--- config.mk ---
export PLATFORM = sky130hd
export DESIGN_NAME = http_message_end_detector
export DESIGN_NICKNAME = d
export VERILOG_FILES = /design/src/hw/rtl/hmed_pkg.sv /design/src/hw/rtl/hmed_parse.sv /design/src/hw/rtl/http_message_end_detector.sv
export SDC_FILE = /design/constraint.sdc
export NUM_CORES = 1
export LEC_CHECK = 0
export ABC_AREA = 1
export BUFFER_PORTS_ARGS = -buffer_cell sky130_fd_sc_hd__buf_2
export CAP_MARGIN = 30
export CORE_ASPECT_RATIO = 0.9
export CORE_MARGIN = 5
export CORE_UTILIZATION = 30
export CTS_BUF_LIST = sky130_fd_sc_hd__clkbuf_8 sky130_fd_sc_hd__clkbuf_16
export DETAILED_ROUTE_END_ITERATION = 8
export GPL_ROUTABILITY_DRIVEN = 0
export MAX_ROUTING_LAYER = met4
export PLACE_DENSITY = 0.49
export RECOVER_POWER = 100
export SLEW_MARGIN = 25
export SYNTH_ARGS = -nofsm -noshare
export SYNTH_HDL_FRONTEND = slang
export SYNTH_SLANG_ARGS = --single-unit
--- constraint.sdc ---
create_clock -name i_clk -period 5.8 [get_ports i_clk]
set_input_delay 0 -clock i_clk [delete_from_list [all_inputs] [get_ports i_clk]]
set_output_delay 0 -clock i_clk [all_outputs]
set_load 0.005 [all_outputs]
--- src/hw/rtl/hmed_pkg.sv ---
// types and constants shared by the http message end detector
// no dependencies
`timescale 1ns / 1ps

package hmed_pkg;

    localparam int LENGTH_BITS = 32;
    localparam int CHUNK_BITS  = 32;
    localparam int REM_BITS    = (LENGTH_BITS > CHUNK_BITS) ? LENGTH_BITS : CHUNK_BITS;

    localparam logic [7:0] CH_CR    = 8'h0d;
    localparam logic [7:0] CH_LF    = 8'h0a;
    localparam logic [7:0] CH_SP    = 8'h20;
    localparam logic [7:0] CH_TAB   = 8'h09;
    localparam logic [7:0] CH_COLON = 8'h3a;
    localparam logic [7:0] CH_COMMA = 8'h2c;
    localparam logic [7:0] CH_SEMI  = 8'h3b;

    localparam logic [8*17-1:0] TE_NAME    = "transfer-encoding";
    localparam logic [8*14-1:0] CL_NAME    = "content-length";
    localparam logic [8*7-1:0]  CHUNK_WORD = "chunked";

    typedef enum logic [3:0] {
        PH_REQ, PH_NAME, PH_SKIP, PH_TE, PH_CL,
        PH_BODY, PH_CSIZE, PH_CDATA, PH_TRAIL1, PH_TRAIL2
    } t_phase;

    typedef enum logic [2:0] {
        END_NONE, END_NO_BODY, END_LENGTH, END_LAST_CHUNK, END_BAD_LENGTH, END_BAD_CHUNK
    } t_ending;

    typedef struct packed {
        t_phase                 phase;
        logic [1:0]             term;
        logic [4:0]             npos;
        logic [1:0]             cand;
        logic                   ntrail;
        logic [1:0]             found;
        logic [4:0]             tok;
        logic [LENGTH_BITS-1:0] len;
        logic [2:0]             lfl;
        logic [CHUNK_BITS-1:0]  csz;
        logic [3:0]             sfl;
        logic [REM_BITS-1:0]    rem;
        logic                   pcr;
    } t_state;

    typedef struct packed {
        logic    done;
        t_ending ending;
        logic    is_body;
    } t_result;

endpackage

--- src/hw/rtl/hmed_parse.sv ---
// parser state register and the per-word next-state logic
// depends on hmed_pkg
`timescale 1ns / 1ps

module hmed_parse (
    input  logic              i_clk,
    input  logic              i_rst_n,
    input  logic              i_en,
    input  logic [7:0]        i_byte,
    output hmed_pkg::t_result o_res
);

    hmed_pkg::t_state r_st, n_st;

    function automatic hmed_pkg::t_state reset_state();
        hmed_pkg::t_state s;
        s = '0;
        s.phase = hmed_pkg::PH_REQ;
        s.cand  = 2'b11;
        return s;
    endfunction

    function automatic logic [7:0] lower(logic [7:0] c);
        return (c >= "A" && c <= "Z") ? c + 8'd32 : c;
    endfunction

    function automatic logic blank(logic [7:0] c);
        return c == hmed_pkg::CH_SP || c == hmed_pkg::CH_TAB;
    endfunction

    function automatic hmed_pkg::t_state token_end(hmed_pkg::t_state s);
        hmed_pkg::t_state r;
        r = s;
        if (s.tok[2:0] == 3'd7) r.tok[4] = 1'b1;
        r.tok[3:0] = 4'd0;
        return r;
    endfunction

    function automatic hmed_pkg::t_state line_char(hmed_pkg::t_state s, logic [7:0] c);
        hmed_pkg::t_state r;
        logic [7:0] lc, te_ch, cl_ch, ck_ch;
        logic [2:0] p;
        logic [hmed_pkg::LENGTH_BITS+3:0] prod;
        r = s;
        lc = lower(c);
        te_ch = (s.npos < 5'd17) ? hmed_pkg::TE_NAME[8*(16-s.npos) +: 8] : 8'h00;
        cl_ch = (s.npos < 5'd14) ? hmed_pkg::CL_NAME[8*(13-s.npos) +: 8] : 8'h00;
        p = s.tok[2:0];
        ck_ch = (p < 3'd7) ? hmed_pkg::CHUNK_WORD[8*(6-p) +: 8] : 8'h00;
        prod = {4'd0, s.len} * (hmed_pkg::LENGTH_BITS+4)'(10)
             + (hmed_pkg::LENGTH_BITS+4)'(c - "0");
        case (s.phase)
            hmed_pkg::PH_NAME: begin
                if (c == hmed_pkg::CH_COLON) begin
                    if (s.cand[0] && s.npos == 5'd17 && !s.found[0]) begin
                        r.found[0] = 1'b1;
                        r.phase = hmed_pkg::PH_TE;
                    end else if (s.cand[1] && s.npos == 5'd14 && !s.found[1]) begin
                        r.found[1] = 1'b1;
                        r.phase = hmed_pkg::PH_CL;
                    end else begin
                        r.phase = hmed_pkg::PH_SKIP;
                    end
                end else if (blank(c)) begin
                    if (s.npos != 5'd0) r.ntrail = 1'b1;
                end else begin
                    if (s.ntrail) r.cand = 2'b00;
                    if (s.npos >= 5'd17 || te_ch != lc) r.cand[0] = 1'b0;
                    if (s.npos >= 5'd14 || cl_ch != lc) r.cand[1] = 1'b0;
                    if (s.npos != 5'd31) r.npos = s.npos + 5'd1;
                end
            end
            hmed_pkg::PH_TE: begin
                if (c == hmed_pkg::CH_COMMA) begin
                    r = token_end(s);
                end else if (blank(c)) begin
                    if (p != 3'd0 || s.tok[3]) r.tok[3] = 1'b1;
                end else if (s.tok[3] || p == 3'd7 || ck_ch != lc) begin
                    r.tok = {s.tok[4], 1'b1, 3'd0};
                end else begin
                    r.tok = {s.tok[4], 1'b0, p + 3'd1};
                end
            end
            hmed_pkg::PH_CL: begin
                if (blank(c)) begin
                    if (s.lfl[0]) r.lfl[1] = 1'b1;
                end else if (c >= "0" && c <= "9") begin
                    if (s.lfl[1] || s.lfl[2]) r.lfl[2] = 1'b1;
                    else if (prod[hmed_pkg::LENGTH_BITS+3:hmed_pkg::LENGTH_BITS] != 4'd0)
                        r.lfl[2] = 1'b1;
                    else r.len = prod[hmed_pkg::LENGTH_BITS-1:0];
                    r.lfl[0] = 1'b1;
                end else begin
                    r.lfl[2] = 1'b1;
                end
            end
            default: ;
        endcase
        return r;
    endfunction

    function automatic hmed_pkg::t_state size_char(hmed_pkg::t_state s, logic [7:0] c);
        hmed_pkg::t_state r;
        logic       hv;
        logic [3:0] h;
        r = s;
        hv = 1'b1;
        h = 4'd0;
        if (c >= "0" && c <= "9") h = 4'(c - "0");
        else if (c >= "a" && c <= "f") h = 4'(c - "a" + 8'd10);
        else if (c >= "A" && c <= "F") h = 4'(c - "A" + 8'd10);
        else hv = 1'b0;
        if (!s.sfl[3]) begin
            if (c == hmed_pkg::CH_SEMI) begin
                r.sfl[3] = 1'b1;
            end else if (blank(c)) begin
                if (s.sfl[0]) r.sfl[1] = 1'b1;
            end else if (!hv) begin
                r.sfl[2] = 1'b1;
            end else begin
                if (s.sfl[1] || s.sfl[2]
                    || s.csz[hmed_pkg::CHUNK_BITS-1:hmed_pkg::CHUNK_BITS-4] != 4'd0)
                    r.sfl[2] = 1'b1;
                else r.csz = {s.csz[hmed_pkg::CHUNK_BITS-5:0], h};
                r.sfl[0] = 1'b1;
            end
        end
        return r;
    endfunction

    always_comb begin
        hmed_pkg::t_state s;
        hmed_pkg::t_ending e;
        logic body, handled;
        s = r_st;
        e = hmed_pkg::END_NONE;
        body = 1'b0;
        handled = 1'b0;
        if (s.phase inside {hmed_pkg::PH_REQ, hmed_pkg::PH_NAME, hmed_pkg::PH_SKIP,
                            hmed_pkg::PH_TE, hmed_pkg::PH_CL}) begin
            if (i_byte == hmed_pkg::CH_CR) begin
                s.term = (s.term == 2'd2) ? 2'd3 : 2'd1;
            end else if (i_byte == hmed_pkg::CH_LF) begin
                if (s.term == 2'd3) begin
                    handled = 1'b1;
                    s.pcr = 1'b0;
                    s.term = 2'd0;
                    if (s.tok[4]) begin
                        s.phase = hmed_pkg::PH_CSIZE;
                        s.csz = '0;
                        s.sfl = '0;
                    end else if (s.lfl[0] || s.lfl[2]) begin
                        if (s.lfl[2]) e = hmed_pkg::END_BAD_LENGTH;
                        else if (s.len == '0) e = hmed_pkg::END_LENGTH;
                        else begin
                            s.rem = hmed_pkg::REM_BITS'(s.len);
                            s.phase = hmed_pkg::PH_BODY;
                        end
                    end else begin
                        e = hmed_pkg::END_NO_BODY;
                    end
                end else begin
                    s.term = (s.term == 2'd1) ? 2'd2 : 2'd0;
                end
            end else begin
                s.term = 2'd0;
            end
            if (!handled && s.pcr) begin
                s.pcr = 1'b0;
                if (i_byte == hmed_pkg::CH_LF) begin
                    handled = 1'b1;
                    if (s.phase == hmed_pkg::PH_TE) s = token_end(s);
                    s.phase = hmed_pkg::PH_NAME;
                    s.npos = 5'd0;
                    s.cand = 2'b11;
                    s.ntrail = 1'b0;
                end else begin
                    s = line_char(s, hmed_pkg::CH_CR);
                end
            end
            if (!handled) begin
                if (i_byte == hmed_pkg::CH_CR) s.pcr = 1'b1;
                else s = line_char(s, i_byte);
            end
        end else begin
            body = 1'b1;
            case (s.phase)
                hmed_pkg::PH_BODY: begin
                    if (s.rem != '0) s.rem = s.rem - 1'b1;
                    if (s.rem == '0) e = hmed_pkg::END_LENGTH;
                end
                hmed_pkg::PH_CSIZE: begin
                    if (s.pcr) begin
                        s.pcr = 1'b0;
                        if (i_byte == hmed_pkg::CH_LF) begin
                            handled = 1'b1;
                            if (s.sfl[2] || !s.sfl[0]) e = hmed_pkg::END_BAD_CHUNK;
                            else if (s.csz == '0) e = hmed_pkg::END_LAST_CHUNK;
                            else begin
                                s.rem = hmed_pkg::REM_BITS'(s.csz);
                                s.csz = '0;
                                s.sfl = '0;
                                s.phase = hmed_pkg::PH_CDATA;
                            end
                        end else begin
                            s = size_char(s, hmed_pkg::CH_CR);
                        end
                    end
                    if (!handled) begin
                        if (i_byte == hmed_pkg::CH_CR) s.pcr = 1'b1;
                        else s = size_char(s, i_byte);
                    end
                end
                hmed_pkg::PH_CDATA: begin
                    if (s.rem != '0) s.rem = s.rem - 1'b1;
                    if (s.rem == '0) s.phase = hmed_pkg::PH_TRAIL1;
                end
                hmed_pkg::PH_TRAIL1: begin
                    s.pcr = (i_byte == hmed_pkg::CH_CR);
                    s.phase = hmed_pkg::PH_TRAIL2;
                end
                default: begin
                    // chunk data must close with cr lf
                    if (s.pcr && i_byte == hmed_pkg::CH_LF) begin
                        s.pcr = 1'b0;
                        s.csz = '0;
                        s.sfl = '0;
                        s.phase = hmed_pkg::PH_CSIZE;
                    end else begin
                        e = hmed_pkg::END_BAD_CHUNK;
                    end
                end
            endcase
        end
        if (e != hmed_pkg::END_NONE) s = reset_state();
        n_st = s;
        o_res.done = (e != hmed_pkg::END_NONE);
        o_res.ending = e;
        o_res.is_body = body;
    end

    always_ff @(posedge i_clk) begin
        if (!i_rst_n) begin
            r_st <= reset_state();
        end else if (i_en) begin
            r_st <= n_st;
        end
    end

endmodule

--- src/hw/rtl/http_message_end_detector.sv ---
// top level of the http message end detector: input word register,
// parser, result register; depends on hmed_pkg and hmed_parse
`timescale 1ns / 1ps

// usage:
//   input channel i_valid / o_stall carries one request byte per word
//   (i_data_byte); output channel o_valid / i_stall carries one result word
//   per input byte: o_done_res, o_ending, o_is_body.
//   a byte is taken when i_valid is high and o_stall is low; a result is
//   taken when o_valid is high and i_stall is low.
//   the byte lands in an input register; when it advances, the parser
//   updates its state and loads the result register.
//   throughput is one byte per clock while i_stall is low; the per-byte
//   state update is a single combinational pass between the two registers.
//   when the receiver stalls, the result register holds and the input
//   register keeps at most one further byte; o_stall rises only when both
//   are full.
//   after a completing byte the parser returns to its reset state and the
//   next byte starts a new request.
//   synchronous reset empties both registers and puts the parser in the
//   request line state.
module http_message_end_detector (
    input  logic       i_clk,
    input  logic       i_rst_n,
    input  logic       i_valid,
    output logic       o_stall,
    input  logic [7:0] i_data_byte,
    output logic       o_valid,
    input  logic       i_stall,
    output logic       o_done_res,
    output logic [2:0] o_ending,
    output logic       o_is_body
);

    logic              r_in_valid;
    logic [7:0]        r_in_byte;
    logic              r_out_valid;
    hmed_pkg::t_result r_out;
    hmed_pkg::t_result res;
    logic              out_take, s1_adv, in_take;

    assign out_take = !r_out_valid || !i_stall;
    assign s1_adv   = r_in_valid && out_take;
    assign in_take  = !r_in_valid || s1_adv;
    assign o_stall  = !in_take;

    hmed_parse u_parse (
        .i_clk   (i_clk),
        .i_rst_n (i_rst_n),
        .i_en    (s1_adv),
        .i_byte  (r_in_byte),
        .o_res   (res)
    );

    always_ff @(posedge i_clk) begin
        if (!i_rst_n) begin
            r_in_valid  <= 1'b0;
            r_out_valid <= 1'b0;
        end else begin
            if (in_take) r_in_valid <= i_valid;
            if (out_take) r_out_valid <= s1_adv;
        end
    end

    always_ff @(posedge i_clk) begin
        if (in_take && i_valid) r_in_byte <= i_data_byte;
        if (s1_adv) r_out <= res;
    end

    assign o_valid    = r_out_valid;
    assign o_done_res = r_out.done;
    assign o_ending   = r_out.ending;
    assign o_is_body  = r_out.is_body;

endmodule

==> results of run 1 <==
cell type report:
cell class / instances / area share
Antenna cell: 1 / 0.0001503
Clock buffer: 17 / 0.02555
Clock inverter: 15 / 0.009244
Inverter: 253 / 0.05727
Multi-Input combinational cell: 1940 / 0.6408
Sequential cell: 140 / 0.1762
Tap cell: 632 / 0.04750
Timing Repair Buffer: 88 / 0.04329
metrics by stage:
stage / hold WS, ns / total power (µW) / cell area (µm²) / utilization
after floorplan: 0.09887 / 2154 / 14800 / -
after global placement: 0.1762 / 2547 / 15710 / 0.3210
after detailed placement: 0.1785 / 2553 / 15740 / 0.3216
after CTS: 0.2089 / 3685 / 16430 / 0.3357
after global routing: 0.2460 / 3948 / 16650 / 0.3401
final: 0.2526 / 3709 / 16650 / 0.3402
worst min path at each step:
stage	start	end	slack, ns	cells after the start
final	i_data_byte[1]	r_in_byte[1]$_DFFE_PP_	0.25	2
after detailed placement	i_data_byte[6]	r_in_byte[6]$_DFFE_PP_	0.18	1
after floorplan	i_data_byte[0]	r_in_byte[0]$_DFFE_PP_	0.1	0
after global routing	i_data_byte[5]	r_in_byte[5]$_DFFE_PP_	0.25	2
after global placement	i_data_byte[3]	r_in_byte[3]$_DFFE_PP_	0.18	1
after CTS	i_rst_n	u_parse.r_st[63]$_SDFFE_PN0P_	0.21	3
Yosys cell counts (4+ instances only):
cell / count
a21boi_0: 4
nand2_1: 478
nor2_4: 8
nand3_4: 4
nor4_1: 16
edfxtp_1: 13
a31oi_1: 25
buf_4: 5
xor2_1: 59
nand2_4: 7
o2111ai_1: 5
o21ai_0: 197
o21ai_1: 14
inv_1: 234
o31ai_1: 8
a21oi_1: 166
buf_1: 5
nand3_1: 133
inv_2: 17
o211ai_1: 14
nor2_2: 9
o21a_1: 8
nor2_1: 438
xnor2_1: 34
dfxtp_1: 127
nor3_1: 37
o221ai_1: 4
nand2_2: 13
or2_2: 6
buf_2: 21
nand3b_1: 5
nand4_1: 76
clkbuf_1: 55
ha_1: 124
routing by layer:
| metal | vias up | routed length (µm) | GRT usage |
|---|---|---|---|
| li1 | 8126 | - | - |
| met1 | 7482 | 27440 | 0.3007 |
| met2 | 525 | 21490 | 0.2788 |
| met3 | 79 | 3577 | 0.03056 |
| met4 | 0 | 1270 | 0.05152 |
| met5 | - | 0 | - |
registers in the layout, summed over array words and instances (netlist names):
| register | cells |
|---|---|
| o_done_res | 1 |
| u_parse.r_st | 125 |
| o_is_body | 1 |
| o_valid | 1 |
| o_ending | 3 |
| r_in_byte | 8 |
| r_in_valid | 1 |
logic make-up (layout without fill, tap and decap cells):
logic type | after synthesis | after routing | share of synthesized area
and+or+nand+nor | 1245 | 1245 | 0.3693
DFF | 140 | 140 | 0.1981
buffers and inverters | 340 | 373 | 0.09001
adders and majority gates | 126 | 126 | 0.1075
other | 0 | 1 | 0
xor gates and xnor gates | 95 | 95 | 0.05722
AOI/OAI and AO/OA | 474 | 474 | 0.1779
repair_timing:
action                     in CTS  in global routing
pin swaps                       0                 10
resized for setup               3                 40
hold endpoints to repair       10                  0
cloned                          0                  5
hold buffers                   11                  0
buffers inserted                0                  2
setup endpoints to repair      32                 33
power groups by stage:
stage	Sequential, µW	Combinational (µW)	Clock, µW
finish	1110	1480	1120
CTS	1110	1430	1140
global placement	1130	1410	0
floorplan	1100	1060	0
global route	1120	1640	1190
detailed placement	1130	1420	0
worst register-to-register path: cells and delay by family, from the launching register on:
family / cells / cell delay [ns]
xor gates and xnor gates: 2 / 0.64
buffers and inverters: 6 / 0.56
adders and majority gates: 3 / 0.93
DFF: 1 / 0.32
AOI/OAI and AO/OA: 11 / 2.20
and+or+nand+nor: 7 / 0.62
==> results.tsv, run 1 <==
stage	metric	value	unit
power_and_ir_drop	p_per_area	222.8	mW/mm²
sta	max_freq	0.1847	GHz
yosys	synth-seq-cells	140	
placed_design	dp_cells	3033	
worst_setup_path	crit_required	6.13	ns
clock_network	cts_tree	done	
global_route	grt_pass1_wl	84380	µm
route	drc_errors	0	
layout	final_common_cell	nand2_1	
worst_setup_path	crit_type	flip-flop to flip-flop	
run_status	outcome	complete, but fails checks	
floorplanning	coreArea	0.04894	mm²
route	wire_per_inst	17.42	µm
clock_network	cts_buffers	17	
route	routed_wirelength	53770	µm
yosys	synth_edf_count	13	
floorplanning	die_x	244.2	µm
yosys	yosys.area.top_type	dfxtp_1	
worst_setup_path	worst-path-stages	29	
yosys	synth_seq_area_share	0.1981	
worst_setup_path	critPathMaxFanout	4	
route	vias	16212	
power_and_ir_drop	pwr-share-comb	0.398	
sta	min_period	5.414	ns
power_and_ir_drop	swShare	0.4363	
floorplanning	num_rows	77	
global_route	grt_use_total	0.2005	
worst_setup_path	crit_top_cell	a21oi_1	
global_route	grt_max_degree	68	
power_and_ir_drop	clock_power_share	0.302	
worst_setup_path	endpoint_kind	flip-flop	
hold_path	min-delay-path-class	input pin to flip-flop	
global_route	grt_overflow	0	
run_status	violations	capacitance limit, slew limit	
worst_setup_path	r2r-end	u_parse.r_st[98]$_SDFFE_PN0P_	
worst_setup_path	r2r_start	u_parse.r_st[75]$_SDFFE_PN0P_	
yosys	netlist_instances	2420	
worst_setup_path	start_kind	flip-flop	
sta	timing.final.ws_setup	0.3855	ns
yosys	synth_top_area_frac	0.1717	
clock_network	clkLatencyLatePin	0.47	ns
placed_design	io_buffers	18	
sta	relSlewSlack	-0.5311	
layout	fillerInstances	5524	
clock_network	clkTransAtPathRegs	0.07	ns
clock_network	clockRootBuffer	clkbuf_16	
yosys	yosysWarnings	0	
worst_setup_path	crit_path_max_incr_delay	0.40	ns
clock_network	clockBufferDepth	2	
power_and_ir_drop	p_sw	1618	µW
route	viasPerCell	5.253	
worst_setup_path	reg2regPathDepth	29	
power_and_ir_drop	pwr-share-seq	0.300	
power_and_ir_drop	peakVddDrop	0.2227	mV
layout	layout_common_cells	477 x nand2_1, 437 x nor2_1, 237 x inv_1	
worst_setup_path	setup.worst_path.end	u_parse.r_st[98]$_SDFFE_PN0P_	
worst_setup_path	crit_buf_inv	6	
power_and_ir_drop	p_leak	0.007487	µW
worst_setup_path	r2r_slack	0.39	ns
global_route	grt_pass1_vias	14804	
global_route	antenna_found_initial	0	
sta	fin_crit_sh	0.9335	
worst_setup_path	cp-startpoint	u_parse.r_st[75]$_SDFFE_PN0P_	
sta	slew_viol_final	47	
yosys	synth_ff_type	dfxtp_1	
worst_setup_path	arrival	5.74	ns
sta	setup_viol_count_final	0	
yosys	syn_area	0.01480	mm²
worst_setup_path	cp_slowest_cell	xor2_1	
power_and_ir_drop	internal_power	2091	µW
layout	nNetsFinal	2578	
layout	final-seq-area	0.002933	mm²
sta	tightest_slew	2.297	ns
yosys	synth_cell_types	65	
sta	fin_skew	0.01466	ns
route	dr.first_iter.drc_count	1705	
route	first_pass_iters	6	
yosys	yosys-top-cells-area	dfxtp_1 17%, nand2_1 12%, nor2_1 11%, ha_1 10%, o21ai_0 6.7%	
floorplanning	die_area	0.05390	mm²
clock_network	cts.sinks	140	
floorplanning	ios	19	
layout	drive_gt1_frac	0.08316	
clock_network	htreeDepth	4	
floorplanning	initial_utilization	0.3025	
flow_run	maxCapViolCount	1	
placed_design	place_worst_setup_slack	-0.1438	ns
floorplanning	die_h	220.7	µm
sta	final_hold_viol_count	0	
sta	setup_tns	0	ns
layout	fin_cells	3086	
yosys	syn_nets	2558	
layout	multiInputGateArea	0.01067	mm²
placed_design	dp_hpwl	41030	µm
yosys	async_flop_share	0	
route	antenna_left	0	
worst_setup_path	cp_top_family	compound AO/OA/AOI/OAI gates	
yosys	syn_area_per_cell	6.117	µm²
layout	area_growth	12.46	%
Note: power is estimated with default switching activity, not from simulation.
==> run 2: changes to the inputs <==
Settings changed: ABC_AREA 1 to default.
==> results.tsv, run 2 <==
stage	metric	value	unit	change
worst_setup_path	crit_path_max_incr_delay	0.39	ns	about the same
yosys	yosys.area.top_type	dfxtp_1		
layout	area_growth	15.37	%	
placed_design	dp_hpwl	35620	µm	-13%
layout	final_common_cell	nor2_1		
floorplanning	initial_utilization	0.3040		+0.001555
yosys	netlist_instances	1836		-24%
floorplanning	ios	19		unchanged
power_and_ir_drop	internal_power	1660	µW	-21%
layout	final-seq-area	0.002939	mm²	+0.21%
power_and_ir_drop	pwr-share-comb	0.081		-0.317
global_route	grt_max_degree	66		-2.9%
power_and_ir_drop	clock_power_share	0.493		+0.191
power_and_ir_drop	swShare	0.2808		-0.1556
yosys	syn_area_per_cell	7.528	µm²	+23%
layout	largest-register	u_parse.r_st		
placed_design	io_buffers	18		unchanged
layout	multiInputGateArea	0.01045	mm²	-2.1%
yosys	yosys-top-cells-area	dfxtp_1 18%, ha_1 11%, a21oi_1 4.6%, nor2_1 4.5%, nand2_1 4.1%		
worst_setup_path	crit_type	flip-flop to flip-flop		
power_and_ir_drop	p_leak	0.006488	µW	-13%
yosys	synth_top_area_frac	0.1839		+0.01220
sta	slew_viol_final	0		-100%
flow_run	maxCapViolCount	0		-1
floorplanning	die_x	236.3	µm	-3.2%
global_route	antenna_found_initial	0		unchanged
run_status	outcome	complete, no violations		
yosys	synth_common_cells	166 x nor2_1, 150 x nand2_1, 128 x a21oi_1		
sta	tightest_slew	0.9428	ns	-1.354 ns
sta	min_period	5.673	ns	+0.2582 ns
power_and_ir_drop	p_per_area	144.8	mW/mm²	-35%
clock_network	htreeDepth	4		unchanged
route	dr.first_iter.drc_count	1381		-19%
sta	relSlewSlack	0.3715		+0.9026
power_and_ir_drop	pwr-share-seq	0.426		+0.126
placed_design	place_worst_setup_slack	-0.1058	ns	+0.03798 ns
worst_setup_path	arrival	5.97	ns	+0.23 ns
global_route	grt_overflow	0		unchanged
worst_setup_path	crit_required	6.10	ns	-0.03 ns
power_and_ir_drop	p_sw	648.2	µW	-60%
layout	n_antenna_cell	0		-1
yosys	synth_cell_types	102		+57%
clock_network	clkTransAtPathRegs	0.07	ns	about the same
clock_network	clkLatencyLatePin	0.44	ns	-0.03 ns
route	wire_per_inst	19.39	µm	+11%
hold_path	min-delay-path-class	input pin to flip-flop		
worst_setup_path	start_kind	flip-flop		
route	routed_wirelength	48290	µm	-10%
sta	final_hold_viol_count	0		unchanged
route	antenna_left	0		unchanged
yosys	yosysWarnings	0		unchanged
global_route	grt_pass1_vias	13362		-9.7%
floorplanning	num_rows	74		-3.9%
yosys	syn_nets	1974		-23%
sta	rsz0062_at_grt	yes		
worst_setup_path	cp_slowest_cell	o41a_1		
yosys	synth_edf_count	13		unchanged
clock_network	cts_tree	done		
floorplanning	die_area	0.05047	mm²	-6.4%
layout	design_area	0.01595	mm²	-4.2%
sta	fin_crit_sh	0.9780		+0.04452
clock_network	clockBufferDepth	2		unchanged
clock_network	clockRootBuffer	clkbuf_16		
layout	drive_gt1_frac	0.1126		+0.02948
floorplanning	coreArea	0.04546	mm²	-7.1%
sta	fin_skew	0.01913	ns	+0.004472 ns
clock_network	cts_buffers	17		unchanged
global_route	grt_use_total	0.1862		-0.01427
power_and_ir_drop	peakVddDrop	0.1901	mV	-15%
layout	layout_common_cells	165 x nor2_1, 151 x nand2_1, 126 x a21oi_1		
route	vias	14627		-9.8%
worst_setup_path	endpoint_kind	flip-flop		
yosys	synth_seq_area_share	0.2122		+0.01408
sta	holdWs	0.04239	ns	-0.2102 ns
route	first_pass_iters	5		-1
layout	nNetsFinal	2007		-22%
layout	fillerInstances	4728		-14%
yosys	syn_area	0.01382	mm²	-6.6%
worst_setup_path	critPathMaxFanout	7		+3
placed_design	post_dp_cell_area	0.01491	mm²	-5.2%
global_route	grt_pass1_wl	75180	µm	-11%
sta	timing.final.ws_setup	0.1273	ns	-0.2582 ns
yosys	synth_ff_type	dfxtp_1		
floorplanning	die_h	213.6	µm	-3.2%
sta	max_freq	0.1763	GHz	-4.6%
yosys	yosysMostFrequentCell	nor2_1		
route	viasPerCell	5.874		+12%
route	drc_errors	0		unchanged
yosys	async_flop_share	0		unchanged
clock_network	cts.sinks	140		unchanged
layout	largest_register_ff_count	125		unchanged
sta	setup_viol_count_final	0		unchanged
yosys	synth-seq-cells	140		unchanged
==> run 2: changes by cell type after synthesis, moves of 36 or more <==
cell / previous run / this run
inv_1: 234 / 53
nand2_1: 478 / 150
a21oi_1: 166 / 128
nor2_1: 438 / 166
a22o_1: 0 / 36
o21ai_0: 197 / 105
xor2_1: 59 / 17
==> run 2: cell families after synthesis <==
| kind of cell | Yosys count | synth area share |
|---|---|---|
| buffers and inverters | 169 | 0.05024 |
| AND/OR/NAND/NOR | 736 | 0.2749 |
| AO/OA/AOI/OAI | 576 | 0.2889 |
| flip-flops | 140 | 0.2122 |
| adder cells (fa/ha/maj) | 126 | 0.1151 |
| XOR/XNOR | 68 | 0.04309 |
| multiplexers | 21 | 0.01548 |
==> run 2: final timing paths <==
path / slack [ns] / endpoint / cells after the start / from
max: 0.13 / u_parse.r_st[76]$_SDFFE_PN0P_ / 29 / u_parse.r_st[75]$_SDFFE_PN0P_
max reg2reg: 0.13 / u_parse.r_st[76]$_SDFFE_PN0P_ / 29 / u_parse.r_st[75]$_SDFFE_PN0P_
min reg2reg: 0.47 / u_parse.r_st[109]$_SDFFE_PN0P_ / 2 / u_parse.r_st[109]$_SDFFE_PN0P_
min: 0.04 / o_valid$_SDFFE_PN0P_ / 3 / i_rst_n
==> run 2: per-layer routing <==
layer | vias up | GRT usage | part of all wire
met4 | 0 | 0.03303 | 0.013
met2 | 422 | 0.2742 | 0.43
li1 | 7093 | - | -
met3 | 42 | 0.02392 | 0.056
met1 | 7070 | 0.2766 | 0.50
met5 | - | - | 0
==> run 2: layout make-up <==
class                      count  area share
sequential                   140      0.1843
multi-input combinational   1527      0.6551
clock buffer                  17     0.02668
clock inverter                15     0.01059
tap                          608     0.04771
timing repair buffer         126     0.06199
inverter                      57     0.01365
==> run 2: per-stage QoR <==
| step | power (µW) | cells | utilization | setup TNS, ns |
|---|---|---|---|---|
| after floorplan | 1122 | 1836 | - | 0 |
| after global placement | 1183 | 2441 | 0.3281 | -1.173 |
| after detailed placement | 1185 | 2441 | 0.3281 | -0.9809 |
| after CTS | 2320 | 2483 | 0.3438 | 0 |
| after global routing | 2377 | 2490 | 0.3508 | -8.142 |
| final | 2309 | 2490 | 0.3508 | 0 |
==> run 2: worst max-delay path, delay by kind of cell, from the launching register on <==
family / cells / cell delay (ns)
AND/OR/NAND/NOR: 10 / 1.12
adder cells (fa/ha/maj): 4 / 0.74
AO/OA/AOI/OAI: 9 / 2.41
multiplexers: 1 / 0.16
flip-flops: 1 / 0.38
XOR/XNOR: 1 / 0.15
buffers and inverters: 4 / 0.58
==> run 2: power by group through the flow <==
stage / clock [µW] / combinational, µW / sequential (µW)
after floorplan: 0 / 116 / 1010
after global routing: 1190 / 206 / 984
after detailed placement: 0 / 179 / 1010
final: 1140 / 188 / 983
after CTS: 1150 / 185 / 984
after global placement: 0 / 177 / 1010
==> run 2: repair_timing <==
action | in CTS | in global routing
setup buffers | 0 | 1
hold buffers | 10 | 0
cloned | 0 | 6
resized for setup | 4 | 60
hold endpoints to repair | 10 | 0
endpoints found under the setup margin | 33 | 34
pin swaps | 1 | 35
==> run 3: changes to the inputs <==
Settings changed: SETUP_SLACK_MARGIN from default to 0.4.
==> results.tsv, run 3 (synthesis gave the netlist of run 2 again) <==
stage	metric	value	unit	change
run_status	outcome	complete, no violations		
worst_setup_path	arrival	5.87	ns	-0.10 ns
floorplanning	die_x	236.3	µm	unchanged
global_route	grt_util_met2	0.2682		-0.005961
hold_path	min-delay-path-class	input pin to flip-flop		
route	routed_wirelength	49360	µm	+2.2%
clock_network	clkTransAtPathRegs	0.07	ns	about the same
sta	timing.final.ws_setup	0.2559	ns	+0.1286 ns
placed_design	dp_hpwl	35870	µm	+0.71%
worst_setup_path	crit_required	6.13	ns	+0.03 ns
route	dr.first_iter.drc_count	1339		-3.0%
worst_setup_path	cp-startpoint	u_parse.r_st[75]$_SDFFE_PN0P_		
worst_setup_path	start_kind	flip-flop		
worst_setup_path	reg2regPathDepth	27		-6.9%
route	viasPerCell	5.912		+0.64%
global_route	gr-max-usage-layer	met1		
sta	tightest_slew	1.059	ns	+0.1160 ns
layout	final_common_cell	nor2_1		
layout	n_antenna_cell	0		unchanged
layout	largest-register	u_parse.r_st		
sta	fin_skew	0.01020	ns	-0.008937 ns
global_route	grt_overflow	0		unchanged
global_route	met3_usage	0.03639		+0.01247
sta	setup_tns	0	ns	unchanged
power_and_ir_drop	peakVddDrop	0.1772	mV	-6.8%
layout	largest_register_ff_count	125		unchanged
layout	layout_common_cells	165 x nor2_1, 151 x nand2_1, 127 x a21oi_1		
clock_network	htreeDepth	4		unchanged
layout	fillerInstances	4757		+0.61%
power_and_ir_drop	p_sw	636.9	µW	-1.7%
global_route	grt_pass1_vias	13466		+0.78%
worst_setup_path	endpoint_kind	flip-flop		
power_and_ir_drop	pwr-share-comb	0.084		+0.003
route	wire_per_inst	19.83	µm	+2.3%
layout	nNetsFinal	2006		-0.050%
worst_setup_path	r2r_start	u_parse.r_st[75]$_SDFFE_PN0P_		
floorplanning	ios	19		unchanged
power_and_ir_drop	pwr-share-seq	0.427		about the same
route	first_pass_iters	5		unchanged
power_and_ir_drop	p_leak	0.006520	µW	+0.49%
placed_design	io_buffers	18		unchanged
clock_network	cts_buffers	17		unchanged
global_route	antenna_found_initial	0		unchanged
flow_run	maxCapViolCount	0		unchanged
clock_network	clockRootBuffer	clkbuf_16		
worst_setup_path	setup.worst_path.end	u_parse.r_st[85]$_SDFFE_PN0P_		
sta	setup_viol_count_final	0		unchanged
power_and_ir_drop	clock_power_share	0.489		-0.004
clock_network	cts.sinks	140		unchanged
global_route	grt_use_total	0.1911		+0.004835
worst_setup_path	critPathMaxFanout	12		+5
placed_design	place_worst_setup_slack	-0.04999	ns	+0.05580 ns
floorplanning	die_area	0.05047	mm²	unchanged
floorplanning	num_rows	74		unchanged
power_and_ir_drop	swShare	0.2767		-0.004078
route	drc_errors	0		unchanged
sta	holdWs	0.2802	ns	+0.2378 ns
route	antenna_left	0		unchanged
global_route	grt_pass1_wl	76940	µm	+2.3%
clock_network	clkLatencyLatePin	0.43	ns	about the same
power_and_ir_drop	internal_power	1665	µW	+0.28%
floorplanning	initial_utilization	0.3040		unchanged
placed_design	post_dp_cell_area	0.01484	mm²	-0.48%
sta	min_period	5.544	ns	-0.1286 ns
worst_setup_path	r2r-end	u_parse.r_st[85]$_SDFFE_PN0P_		
worst_setup_path	r2r_slack	0.26	ns	+0.13 ns
worst_setup_path	crit_type	flip-flop to flip-flop		
clock_network	clockBufferDepth	2		unchanged
sta	relSlewSlack	0.2867		-0.08482
route	vias	14715		+0.60%
sta	slew_viol_final	0		unchanged
layout	post-route-util	0.3541		+0.003331
clock_network	cts_tree	done		
sta	fin_crit_sh	0.9559		-0.02217
power_and_ir_drop	p_per_area	143.0	mW/mm²	-1.2%
layout	area_growth	16.47	%	
sta	rsz0062_at_grt	yes		
floorplanning	die_h	213.6	µm	unchanged
layout	drive_gt1_frac	0.1191		+0.006439
global_route	grt_max_degree	81		+23%
floorplanning	coreArea	0.04546	mm²	unchanged
global_route	grt.met1_usage	0.2803		+0.003734
sta	max_freq	0.1804	GHz	+2.3%
sta	final_hold_viol_count	0		unchanged
layout	design_area	0.01610	mm²	+0.95%
==> run 3: power by group through the flow <==
stage	clock network [µW]	registers, µW	logic [µW]
finish	1120	983	194
global route	1190	983	210
CTS	1150	984	191
detailed placement	0	1010	179
global placement	0	1010	177
floorplan	0	1010	116
==> run 3: routing by layer <==
layer / vias to the layer above / part of all wire
met5: - / 0
met4: 0 / 0.018
met3: 59 / 0.067
met2: 450 / 0.42
met1: 7114 / 0.49
li1: 7092 / -
==> run 3: through the flow <==
step / total power, µW / instances
after floorplan: 1123 / 1836
after global placement: 1183 / 2429
after detailed placement: 1184 / 2429
after CTS: 2320 / 2483
after global routing: 2384 / 2489
final: 2302 / 2489
==> run 3: worst min-delay path by stage <==
stage                         from                     end  slack [ns]  cells past startpoint
CTS                 i_data_byte[1]  r_in_byte[1]$_DFFE_PP_        0.26                      2
detailed placement  i_data_byte[1]  r_in_byte[1]$_DFFE_PP_        0.18                      1
finish              i_data_byte[0]  r_in_byte[0]$_DFFE_PP_        0.28                      2
global placement    i_data_byte[0]  r_in_byte[0]$_DFFE_PP_        0.18                      1
global route        i_data_byte[0]  r_in_byte[0]$_DFFE_PP_        0.27                      2
floorplan           i_data_byte[0]  r_in_byte[0]$_DFFE_PP_         0.1                      0
==> run 3: what timing repair did <==
action | CTS | global route
gates resized for setup | 47 | 43
hold endpoints to repair | 12 | 0
gates cloned | 2 | 4
endpoints found under the setup margin | 33 | 34
pin swaps | 28 | 36
hold buffers | 13 | 0
setup buffers | 7 | 2
==> run 3: cell type report <==
type | instances | area [µm²] | share of cell area
repair buffers | 125 | 1037 | 0.06443
clock buffers | 18 | 439.2 | 0.02728
multi-input cells | 1527 | 10560 | 0.6558
well taps | 608 | 760.7 | 0.04726
flip-flops and latches | 140 | 2940 | 0.1827
clock inverters | 14 | 145.1 | 0.009016
inverters | 57 | 217.7 | 0.01352
==> run 3: critical path, cell delays in order, from the launching register on <==
cell and delay, ns:
dfxtp_4 0.36, ha_4 0.22, ha_4 0.16, inv_2 0.05, fa_2 0.20, nor2b_2 0.05
o31a_1 0.26, o41a_1 0.35, o21a_1 0.24, a2111oi_4 0.38, nor3_4 0.13, a2111oi_4 0.37
nor3_2 0.11, a41oi_2 0.19, a211oi_1 0.12, xor2_1 0.16, ha_1 0.34, nor3b_2 0.26
a211oi_2 0.05, or2_2 0.32, and3_4 0.19, nand3b_1 0.08, mux2i_1 0.08, nand4_1 0.15
buf_6 0.16, buf_6 0.18, nand4_1 0.11, o311ai_1 0.15
